### src/sv/i2p_pkg.sv
`timescale 1ns / 1ps

package i2p_pkg;

    typedef logic [2:0]  kind_t;
    typedef logic [31:0] value_t;
    typedef logic [1:0]  status_t;

    localparam kind_t KIND_NUM   = 3'd0;
    localparam kind_t KIND_PLUS  = 3'd1;
    localparam kind_t KIND_MINUS = 3'd2;
    localparam kind_t KIND_TIMES = 3'd3;
    localparam kind_t KIND_DIV   = 3'd4;
    localparam kind_t KIND_OPEN  = 3'd5;
    localparam kind_t KIND_CLOSE = 3'd6;
    localparam kind_t KIND_RSVD  = 3'd7;
    localparam kind_t KIND_NONE  = 3'd5;

    localparam status_t STAT_OK    = 2'd0;
    localparam status_t STAT_FULL  = 2'd1;
    localparam status_t STAT_CLOSE = 2'd2;
    localparam status_t STAT_OPEN  = 2'd3;

    typedef enum logic [2:0] {
        ST_IDLE,
        ST_TOKEN,
        ST_READ,
        ST_EXAM,
        ST_LASTCHK,
        ST_FINISH
    } state_t;

    typedef enum logic [1:0] {
        LOOP_CLOSE,
        LOOP_OPER,
        LOOP_FLUSH
    } loop_t;

    function automatic logic is_high(input kind_t k);
        return (k == KIND_TIMES) || (k == KIND_DIV);
    endfunction

    function automatic logic is_low(input kind_t k);
        return (k == KIND_PLUS) || (k == KIND_MINUS);
    endfunction

endpackage

### src/sv/i2p_ifs.sv
`timescale 1ns / 1ps

interface i2p_token_if;
    logic             valid;
    logic             ready;
    i2p_pkg::kind_t   token_kind;
    i2p_pkg::value_t  token_value;
    logic             expr_last;

    modport source (output valid, token_kind, token_value, expr_last, input ready);
    modport sink   (input valid, token_kind, token_value, expr_last, output ready);
endinterface

interface i2p_result_if;
    logic              valid;
    logic              ready;
    i2p_pkg::kind_t    out_kind;
    i2p_pkg::value_t   out_value;
    i2p_pkg::status_t  out_status;
    logic              run_last;
    logic              expr_done;

    modport source (output valid, out_kind, out_value, out_status, run_last, expr_done,
                    input ready);
    modport sink   (input valid, out_kind, out_value, out_status, run_last, expr_done,
                    output ready);
endinterface

### src/sv/infix_to_postfix_converter_top.sv
`timescale 1ns / 1ps

// Channel  Role    Request contents
// tok      sink    token_kind, token_value, expr_last
// res      source  out_kind, out_value, out_status, run_last, expr_done
//
// A number, open paren or ignored token passes from acceptance through ST_TOKEN,
// ST_LASTCHK and ST_FINISH; a close paren or operator goes from ST_TOKEN to ST_READ,
// then through ST_EXAM and back to ST_READ for each stack entry it examines. A final
// token flushes the stack through ST_READ and ST_EXAM per entry (registered read).
// Reset empties the stack at once. A stalled result side holds the sequencer when the
// hold stage and output register are both full, or when a final token with no other
// result meets a full output register.

module infix_to_postfix_converter_top #(
    parameter int STACK_DEPTH = 32
) (
    input  logic          clk,
    input  logic          rst_n,
    i2p_token_if.sink     tok,
    i2p_result_if.source  res
);
    import i2p_pkg::*;

    localparam int AW = $clog2(STACK_DEPTH);
    localparam int CW = $clog2(STACK_DEPTH + 1);
    localparam logic [CW-1:0] FULL_COUNT = CW'(STACK_DEPTH);

    state_t        state_reg, state_next;
    loop_t         mode_reg, mode_next;
    kind_t         kind_reg, kind_next;
    value_t        value_reg, value_next;
    logic          last_reg, last_next;
    logic          open_left_reg, open_left_next;
    logic [CW-1:0] count_reg, count_next;

    logic          pend_valid_reg, pend_valid_next;
    kind_t         pend_kind_reg, pend_kind_next;
    value_t        pend_value_reg, pend_value_next;
    status_t       pend_status_reg, pend_status_next;

    logic          out_valid_reg, out_valid_next;
    kind_t         out_kind_reg, out_kind_next;
    value_t        out_value_reg, out_value_next;
    status_t       out_status_reg, out_status_next;
    logic          out_run_last_reg, out_run_last_next;
    logic          out_expr_done_reg, out_expr_done_next;

    logic          out_free;
    logic          emit_ok;
    logic          want_emit;
    kind_t         emit_kind;
    value_t        emit_value;
    status_t       emit_status;
    logic          do_push;
    kind_t         push_kind;
    logic          do_pop;
    state_t        state_prop;
    loop_t         mode_prop;
    logic          set_open;
    logic          clr_open;
    logic          stall;
    logic          ram_we;
    logic [AW-1:0] raddr;
    kind_t         top_kind;
    logic          full;

    assign raddr = AW'(count_reg - 1'b1);
    assign full  = (count_reg == FULL_COUNT);

    i2p_stack_ram #(
        .DEPTH (STACK_DEPTH)
    ) u_stack (
        .clk   (clk),
        .we    (ram_we),
        .waddr (count_reg[AW-1:0]),
        .wdata (push_kind),
        .raddr (raddr),
        .rdata (top_kind)
    );

    assign tok.ready      = (state_reg == ST_IDLE);
    assign res.valid      = out_valid_reg;
    assign res.out_kind   = out_kind_reg;
    assign res.out_value  = out_value_reg;
    assign res.out_status = out_status_reg;
    assign res.run_last   = out_run_last_reg;
    assign res.expr_done  = out_expr_done_reg;

    always_ff @(posedge clk or negedge rst_n)
    begin
        if (!rst_n)
        begin
            state_reg      <= ST_IDLE;
            count_reg      <= '0;
            pend_valid_reg <= 1'b0;
            out_valid_reg  <= 1'b0;
        end
        else
        begin
            state_reg      <= state_next;
            count_reg      <= count_next;
            pend_valid_reg <= pend_valid_next;
            out_valid_reg  <= out_valid_next;
        end
    end

    always_ff @(posedge clk)
    begin
        mode_reg          <= mode_next;
        kind_reg          <= kind_next;
        value_reg         <= value_next;
        last_reg          <= last_next;
        open_left_reg     <= open_left_next;
        pend_kind_reg     <= pend_kind_next;
        pend_value_reg    <= pend_value_next;
        pend_status_reg   <= pend_status_next;
        out_kind_reg      <= out_kind_next;
        out_value_reg     <= out_value_next;
        out_status_reg    <= out_status_next;
        out_run_last_reg  <= out_run_last_next;
        out_expr_done_reg <= out_expr_done_next;
    end

    always_comb
    begin
        state_next         = state_reg;
        mode_next          = mode_reg;
        kind_next          = kind_reg;
        value_next         = value_reg;
        last_next          = last_reg;
        open_left_next     = open_left_reg;
        count_next         = count_reg;
        pend_valid_next    = pend_valid_reg;
        pend_kind_next     = pend_kind_reg;
        pend_value_next    = pend_value_reg;
        pend_status_next   = pend_status_reg;
        out_valid_next     = out_valid_reg;
        out_kind_next      = out_kind_reg;
        out_value_next     = out_value_reg;
        out_status_next    = out_status_reg;
        out_run_last_next  = out_run_last_reg;
        out_expr_done_next = out_expr_done_reg;

        want_emit   = 1'b0;
        emit_kind   = KIND_NONE;
        emit_value  = '0;
        emit_status = STAT_OK;
        do_push     = 1'b0;
        push_kind   = kind_reg;
        do_pop      = 1'b0;
        state_prop  = state_reg;
        mode_prop   = mode_reg;
        set_open    = 1'b0;
        clr_open    = 1'b0;
        ram_we      = 1'b0;

        if (res.valid && res.ready)
        begin
            out_valid_next = 1'b0;
        end
        out_free = !out_valid_reg || res.ready;
        emit_ok  = !pend_valid_reg || out_free;

        unique case (state_reg)
            ST_IDLE:
            begin
                if (tok.valid)
                begin
                    kind_next  = tok.token_kind;
                    value_next = tok.token_value;
                    last_next  = tok.expr_last;
                    state_prop = ST_TOKEN;
                end
            end
            ST_TOKEN:
            begin
                unique case (kind_reg)
                    KIND_NUM:
                    begin
                        want_emit   = 1'b1;
                        emit_kind   = KIND_NUM;
                        emit_value  = value_reg;
                        state_prop  = ST_LASTCHK;
                    end
                    KIND_OPEN:
                    begin
                        if (full)
                        begin
                            want_emit   = 1'b1;
                            emit_status = STAT_FULL;
                        end
                        else
                        begin
                            do_push = 1'b1;
                        end
                        state_prop = ST_LASTCHK;
                    end
                    KIND_CLOSE:
                    begin
                        mode_prop  = LOOP_CLOSE;
                        state_prop = ST_READ;
                    end
                    KIND_PLUS, KIND_MINUS, KIND_TIMES, KIND_DIV:
                    begin
                        mode_prop  = LOOP_OPER;
                        state_prop = ST_READ;
                    end
                    default:
                    begin
                        state_prop = ST_LASTCHK;
                    end
                endcase
            end
            ST_READ:
            begin
                if (count_reg == '0)
                begin
                    unique case (mode_reg)
                        LOOP_CLOSE:
                        begin
                            want_emit   = 1'b1;
                            emit_status = STAT_CLOSE;
                            state_prop  = ST_LASTCHK;
                        end
                        LOOP_OPER:
                        begin
                            do_push    = 1'b1;
                            state_prop = ST_LASTCHK;
                        end
                        LOOP_FLUSH:
                        begin
                            if (open_left_reg)
                            begin
                                want_emit   = 1'b1;
                                emit_status = STAT_OPEN;
                            end
                            state_prop = ST_FINISH;
                        end
                        default:
                        begin
                            state_prop = ST_FINISH;
                        end
                    endcase
                end
                else
                begin
                    state_prop = ST_EXAM;
                end
            end
            ST_EXAM:
            begin
                unique case (mode_reg)
                    LOOP_CLOSE:
                    begin
                        do_pop = 1'b1;
                        if (top_kind == KIND_OPEN)
                        begin
                            state_prop = ST_LASTCHK;
                        end
                        else
                        begin
                            want_emit  = 1'b1;
                            emit_kind  = top_kind;
                            state_prop = ST_READ;
                        end
                    end
                    LOOP_OPER:
                    begin
                        if ((top_kind == KIND_OPEN) ||
                            (is_high(kind_reg) && is_low(top_kind)))
                        begin
                            if (full)
                            begin
                                want_emit   = 1'b1;
                                emit_status = STAT_FULL;
                            end
                            else
                            begin
                                do_push = 1'b1;
                            end
                            state_prop = ST_LASTCHK;
                        end
                        else
                        begin
                            want_emit  = 1'b1;
                            emit_kind  = top_kind;
                            do_pop     = 1'b1;
                            state_prop = ST_READ;
                        end
                    end
                    LOOP_FLUSH:
                    begin
                        do_pop = 1'b1;
                        if (top_kind == KIND_OPEN)
                        begin
                            set_open = 1'b1;
                        end
                        else
                        begin
                            want_emit = 1'b1;
                            emit_kind = top_kind;
                        end
                        state_prop = ST_READ;
                    end
                    default:
                    begin
                        state_prop = ST_READ;
                    end
                endcase
            end
            ST_LASTCHK:
            begin
                if (last_reg)
                begin
                    mode_prop  = LOOP_FLUSH;
                    clr_open   = 1'b1;
                    state_prop = ST_READ;
                end
                else
                begin
                    state_prop = ST_FINISH;
                end
            end
            ST_FINISH:
            begin
                if (pend_valid_reg || last_reg)
                begin
                    if (out_free)
                    begin
                        out_valid_next     = 1'b1;
                        out_kind_next      = pend_valid_reg ? pend_kind_reg : KIND_NONE;
                        out_value_next     = pend_valid_reg ? pend_value_reg : '0;
                        out_status_next    = pend_valid_reg ? pend_status_reg : STAT_OK;
                        out_run_last_next  = 1'b1;
                        out_expr_done_next = last_reg;
                        pend_valid_next    = 1'b0;
                        state_prop         = ST_IDLE;
                    end
                end
                else
                begin
                    state_prop = ST_IDLE;
                end
            end
            default:
            begin
                state_prop = ST_IDLE;
            end
        endcase

        stall = want_emit && !emit_ok;

        if (!stall)
        begin
            state_next = state_prop;
            mode_next  = mode_prop;
            if (clr_open)
            begin
                open_left_next = 1'b0;
            end
            if (set_open)
            begin
                open_left_next = 1'b1;
            end
            if (want_emit)
            begin
                if (pend_valid_reg)
                begin
                    out_valid_next     = 1'b1;
                    out_kind_next      = pend_kind_reg;
                    out_value_next     = pend_value_reg;
                    out_status_next    = pend_status_reg;
                    out_run_last_next  = 1'b0;
                    out_expr_done_next = 1'b0;
                end
                pend_valid_next  = 1'b1;
                pend_kind_next   = emit_kind;
                pend_value_next  = emit_value;
                pend_status_next = emit_status;
            end
            if (do_push)
            begin
                ram_we     = 1'b1;
                count_next = count_reg + 1'b1;
            end
            if (do_pop)
            begin
                count_next = count_reg - 1'b1;
            end
        end
    end

endmodule

### src/sv/i2p_stack_ram.sv
`timescale 1ns / 1ps

module i2p_stack_ram #(
    parameter int DEPTH = 32,
    localparam int AW = $clog2(DEPTH)
) (
    input  logic                 clk,
    input  logic                 we,
    input  logic [AW-1:0]        waddr,
    input  i2p_pkg::kind_t       wdata,
    input  logic [AW-1:0]        raddr,
    output i2p_pkg::kind_t       rdata
);
    import i2p_pkg::*;

    kind_t mem [DEPTH];
    kind_t rdata_reg;

    always_ff @(posedge clk)
    begin
        if (we)
        begin
            mem[waddr] <= wdata;
        end
        rdata_reg <= mem[raddr];
    end

    assign rdata = rdata_reg;

endmodule
### src/flat_wrapper.sv
// flat-port wrapper written by rule: the top's interface ports become plain ports
module infix_to_postfix_converter_top_flat import i2p_pkg::*;
#(
    parameter int STACK_DEPTH = 32
)
  (clk, rst_n, tok_valid, tok_token_kind, tok_token_value, tok_expr_last, tok_ready, res_valid, res_out_kind, res_out_value, res_out_status, res_run_last, res_expr_done, res_ready);
  i2p_token_if tok_i ();
  i2p_result_if res_i ();
  input  logic clk;
  input  logic rst_n;
  input wire logic [$bits(tok_i.valid)-1:0] tok_valid;
  input wire logic [$bits(tok_i.token_kind)-1:0] tok_token_kind;
  input wire logic [$bits(tok_i.token_value)-1:0] tok_token_value;
  input wire logic [$bits(tok_i.expr_last)-1:0] tok_expr_last;
  output wire logic [$bits(tok_i.ready)-1:0] tok_ready;
  output wire logic [$bits(res_i.valid)-1:0] res_valid;
  output wire logic [$bits(res_i.out_kind)-1:0] res_out_kind;
  output wire logic [$bits(res_i.out_value)-1:0] res_out_value;
  output wire logic [$bits(res_i.out_status)-1:0] res_out_status;
  output wire logic [$bits(res_i.run_last)-1:0] res_run_last;
  output wire logic [$bits(res_i.expr_done)-1:0] res_expr_done;
  input wire logic [$bits(res_i.ready)-1:0] res_ready;
  assign tok_i.valid = tok_valid;
  assign tok_i.token_kind = tok_token_kind;
  assign tok_i.token_value = tok_token_value;
  assign tok_i.expr_last = tok_expr_last;
  assign tok_ready = tok_i.ready;
  assign res_valid = res_i.valid;
  assign res_out_kind = res_i.out_kind;
  assign res_out_value = res_i.out_value;
  assign res_out_status = res_i.out_status;
  assign res_run_last = res_i.run_last;
  assign res_expr_done = res_i.expr_done;
  assign res_i.ready = res_ready;
  infix_to_postfix_converter_top #(.STACK_DEPTH(STACK_DEPTH)) u_core (.clk(clk), .rst_n(rst_n), .tok(tok_i), .res(res_i));
endmodule
### config.mk
export PLATFORM = sky130hd
export DESIGN_NAME = infix_to_postfix_converter_top_flat
export DESIGN_NICKNAME = d
export VERILOG_FILES = /design/src/sv/i2p_pkg.sv /design/src/sv/i2p_ifs.sv /design/src/sv/infix_to_postfix_converter_top.sv /design/src/sv/i2p_stack_ram.sv /design/src/flat_wrapper.sv
export SDC_FILE = /design/constraint.sdc
export NUM_CORES = 1
export LEC_CHECK = 0
export ABC_AREA = 1
export BUFFER_PORTS_ARGS = -buffer_cell sky130_fd_sc_hd__buf_2
export CORE_ASPECT_RATIO = 0.6
export CORE_UTILIZATION = 50
export DETAILED_ROUTE_END_ITERATION = 8
export GPL_ROUTABILITY_DRIVEN = 1
export PLACE_DENSITY_LB_ADDON = 0.1
export SETUP_SLACK_MARGIN = 0.15
export SLEW_MARGIN = 30
export SYNTH_ARGS = -nofsm -noshare
export SYNTH_HDL_FRONTEND = slang
export SYNTH_SLANG_ARGS = --single-unit
### constraint.sdc
create_clock -name clk -period 8.7 [get_ports clk]
set_input_delay 0.87 -clock clk [delete_from_list [all_inputs] [get_ports clk]]
set_output_delay 0.87 -clock clk [all_outputs]
set_load 0.05 [all_outputs]
==> summary.md <==
| Metric | Value |
|---|---|
| Largest register FFs | `96` |
| Fin. Hold Viols | `0` |
| # clock sinks | `about 230` |
| Simple-gate share of the synthesized area | `0.227` |
| Top-count cell post-synth | `nand2_1` |
| Maximum VDD drop | `around 0.21 mV` |
| Clock slew at reported path FFs | `approximately 70 ps` |
| Main combinational cell family by area after synthesis | `simple AND/OR/NAND/NOR gates` |
| Initial antenna violation count | `0` |
| Critical path's largest stage delay | `around 780 ps` |
| CTS Buf Count | `22` |
| FF+latch count, synth | `225` |
| Hold Crit Class | `in2async` |
| WL/cell | `around 16 um` |
| RSZ-0062 raised after global routing | `false` |
| Post-synthesis adder-cell area fraction | `0.00607` |
| Slew HR | `0.421` |
| Asr flop ratio synth | `0.0489` |
| CP required | `about 9000 ps` |
| Cts hold-fix bufs | `0` |
| Core Footprint | `around 20000 um^2` |
| Tot GR Track Use | `0.223` |
| Top post-synthesis cells by area | `edfxtp_1 50%, nand2_1 10%, dfxtp_1 8.2%, o21ai_0 6.5%, nor2_1 5.9%` |
| Endpoints failing setup | `0` |
| Cell at the root of the clock tree | `clkbuf_16` |
| Sequential cell fraction of total power | `0.342` |
| CTS resizes | `0` |
| First-pass GRT wire length | `between 30 and 40 mm` |
| Crit path from | `u_core.count_reg[0]` |
| Most flops, register | `u_core.u_stack.mem` |
| I/O Buffers | `80` |
| Final min period | `roughly 3700 ps` |
| Via count | `7687` |
| CP Depth | `13` |
| GRT overflow | `0` |
| Via density | `5.23` |
| Clock power frac | `0.219` |
| CP Launch Type | `register` |
| Cell family contributing the most delay on the critical path | `simple AND/OR/NAND/NOR gates` |
| Cell taking the most area after synthesis | `edfxtp_1` |
| Bufs on Longest Clock Path | `3` |
| Most frequent cells after synthesis | `278 x nand2_1, 172 x edfxtp_1, 162 x nor2_1` |
| R2r worst-path depth | `13` |
| Critical register-to-register path startpoint | `u_core.count_reg[0]` |
| Die area | `21200 um^2` |
| CP Capture Type | `register` |
| Worst-Margin Slew | `slightly below 900 ps` |
| Status | `finished, final reports clean` |
| Drt pass-1 iters | `5` |
| Critical path type | `reg2reg` |
| Leak | `just under 5 nW` |
| Max Cap Viol | `0` |
| Largest net degree at the start of global routing | `76` |
| Synth unique cells | `38` |
| Arr. time, crit path | `roughly 4100 ps` |
| Post-Route WL | `~23 mm` |
| Post-synthesis compound-gate area fraction | `0.0821` |
| Layout cells sized above 1 | `0.124` |
| Mux share of post-synthesis cell area | `0` |
| CP Buf/Inv Count | `3` |
| Net Sw Power | `1.96 mW` |
| Worst skew pair latency | `between 500 and 600 ps` |
| Mapped Area | `around 10000 um^2` |
| Inst Count DP | `~1400` |
| Drt drc | `0` |
| Post-synth top area share | `0.501` |
| Sw Share | `0.436` |
| Worst-case clock skew | `~11 ps` |
| Seq/Total Area, Yosys | `0.609` |
| YS warnings | `0` |
| Die Wd | `187 um` |
| H-Tree Depth | `1` |
| Post-CTS Setup Inserts | `0` |
| XOR/XNOR share of the synthesized area | `0.00679` |
| Worst-path fanout max | `just under 70` |
| Share of the clock period used by the worst path | `0.429` |
| Layout Nets | `roughly 1200` |
| IO Pins | `81` |
| Post-route setup TNS | `0 ps` |
| ANT cells | `0` |
| Most used DFF post-synth | `edfxtp_1` |
| Crit-path cells | `buf_4 > clkinv_1 > ha_2 > nand3_2 > inv_2 > nand2_1 > nand2_2 > nor2_8 > nand2_4 > nand2_2 > nand2_2 > nand2_1 > nand2_1` |
| Gpl congestion | `0.862` |
| Synthesized area per cell | `between 9 and 10 um^2` |
| Final HPWL from detailed placement | `~15 mm` |
| Die Span Y | `roughly 110 um` |
| P_int | `between 2 and 3 mW` |
| Non-filler cells in the finished layout | `around 1500` |
| Initial cell density of the core | `0.513` |
| Logic pwr share | `0.439` |
| Slowest cell on crit path | `nand2_2` |
| Area Overhead vs Synth | `13.2%` |
| DR iter-0 viols | `644` |
| Syn Inst Count | `between 1000 and 1500` |
| Syn nets | `between 1000 and 1500` |
| Number of flops mapped to enable cells by yosys | `approximately 170` |
| Row cnt | `40` |
| Vias in the first global route | `between 7000 and 8000` |
| Power Dens Cells | `around 380 nW/um^2` |
| Post-route ant nets | `0` |
| CTS tree | `yes` |
| Achievable clock frequency | `268 MHz` |
| Max Slew Vio Count | `0` |
## routing by layer
metal	part of all wire	global-route usage	up-vias
li1	-	-	3848
met1	0.54	0.370	3602
met2	0.39	0.304	207
met3	0.057	0.0319	30
met4	0.016	0.0423	0
met5	0	0	-
## logic make-up (layout without fill, tap and decap cells)
family / count (synthesis) / in the layout
xor gates and xnor gates: 8 / 8
AOI/OAI and AO/OA: 159 / 159
and+or+nand+nor: 562 / 562
buffers and inverters: 164 / 237
DFF: 225 / 225
adders and majority gates: 5 / 5
## final timing paths
| check | end | slack [ps] |
|---|---|---|
| max in group asynchronous | u_core.pend_valid_reg | 8200 |
| min in group clk | u_core.res.run_last | 480 |
| worst min-delay path | u_core.count_reg[2] | 240 |
| worst max register to register | u_core.count_reg[0] | 4970 |
| worst min register to register | u_core.res.run_last | 480 |
| worst max-delay path | u_core.count_reg[0] | 4970 |
## stage by stage
stage                     instance area, um^2   util  hold slack [ps]  setup slack, ps  total power, mW
after global placement                  10800  0.538              456             5040             3.46
after global routing                    11700  0.580              245             4600             4.81
after detailed placement                10900  0.543              474             5000             3.52
final                                   11700  0.580              241             4970             4.49
after CTS                               11700  0.580              237             4990             4.49
after floorplan                         10300      -              463             4670             3.02
## cell usage in the layout (no fill, tap or decap), types with 5 or more instances in the layout
cell,instances
edfxtp_1,172
nand4_1,12
o32ai_1,6
nand3_1,92
nor2_4,5
clkbuf_1,6
clkinv_1,6
nor2_1,159
clkbuf_8,5
o21ai_0,134
o22ai_1,5
dfrtp_1,10
inv_1,96
buf_4,9
buf_2,80
xor2_1,6
dfxtp_1,42
clkbuf_16,23
nand2_1,278
## cell type report
type	instances	area [um^2]
Inverter	104	393
Timing Repair Buffer	93	566
Multi-Input combinational cell	734	3350
Tap cell	273	342
Fill cell	1755	8450
Sequential cell	225	6280
Clock inverter	6	76.3
Clock buffer	34	667
## power groups by stage
stage,clock network (mW),registers (mW),logic [mW]
3_5_place_dp,0,1.56,1.96
3_3_place_gp,0,1.56,1.90
5_1_grt,1.03,1.56,2.22
4_1_cts,0.992,1.54,1.96
2_1_floorplan,0,1.83,1.18
6_report,0.982,1.54,1.97
Power figures use the tool's default switching activity.
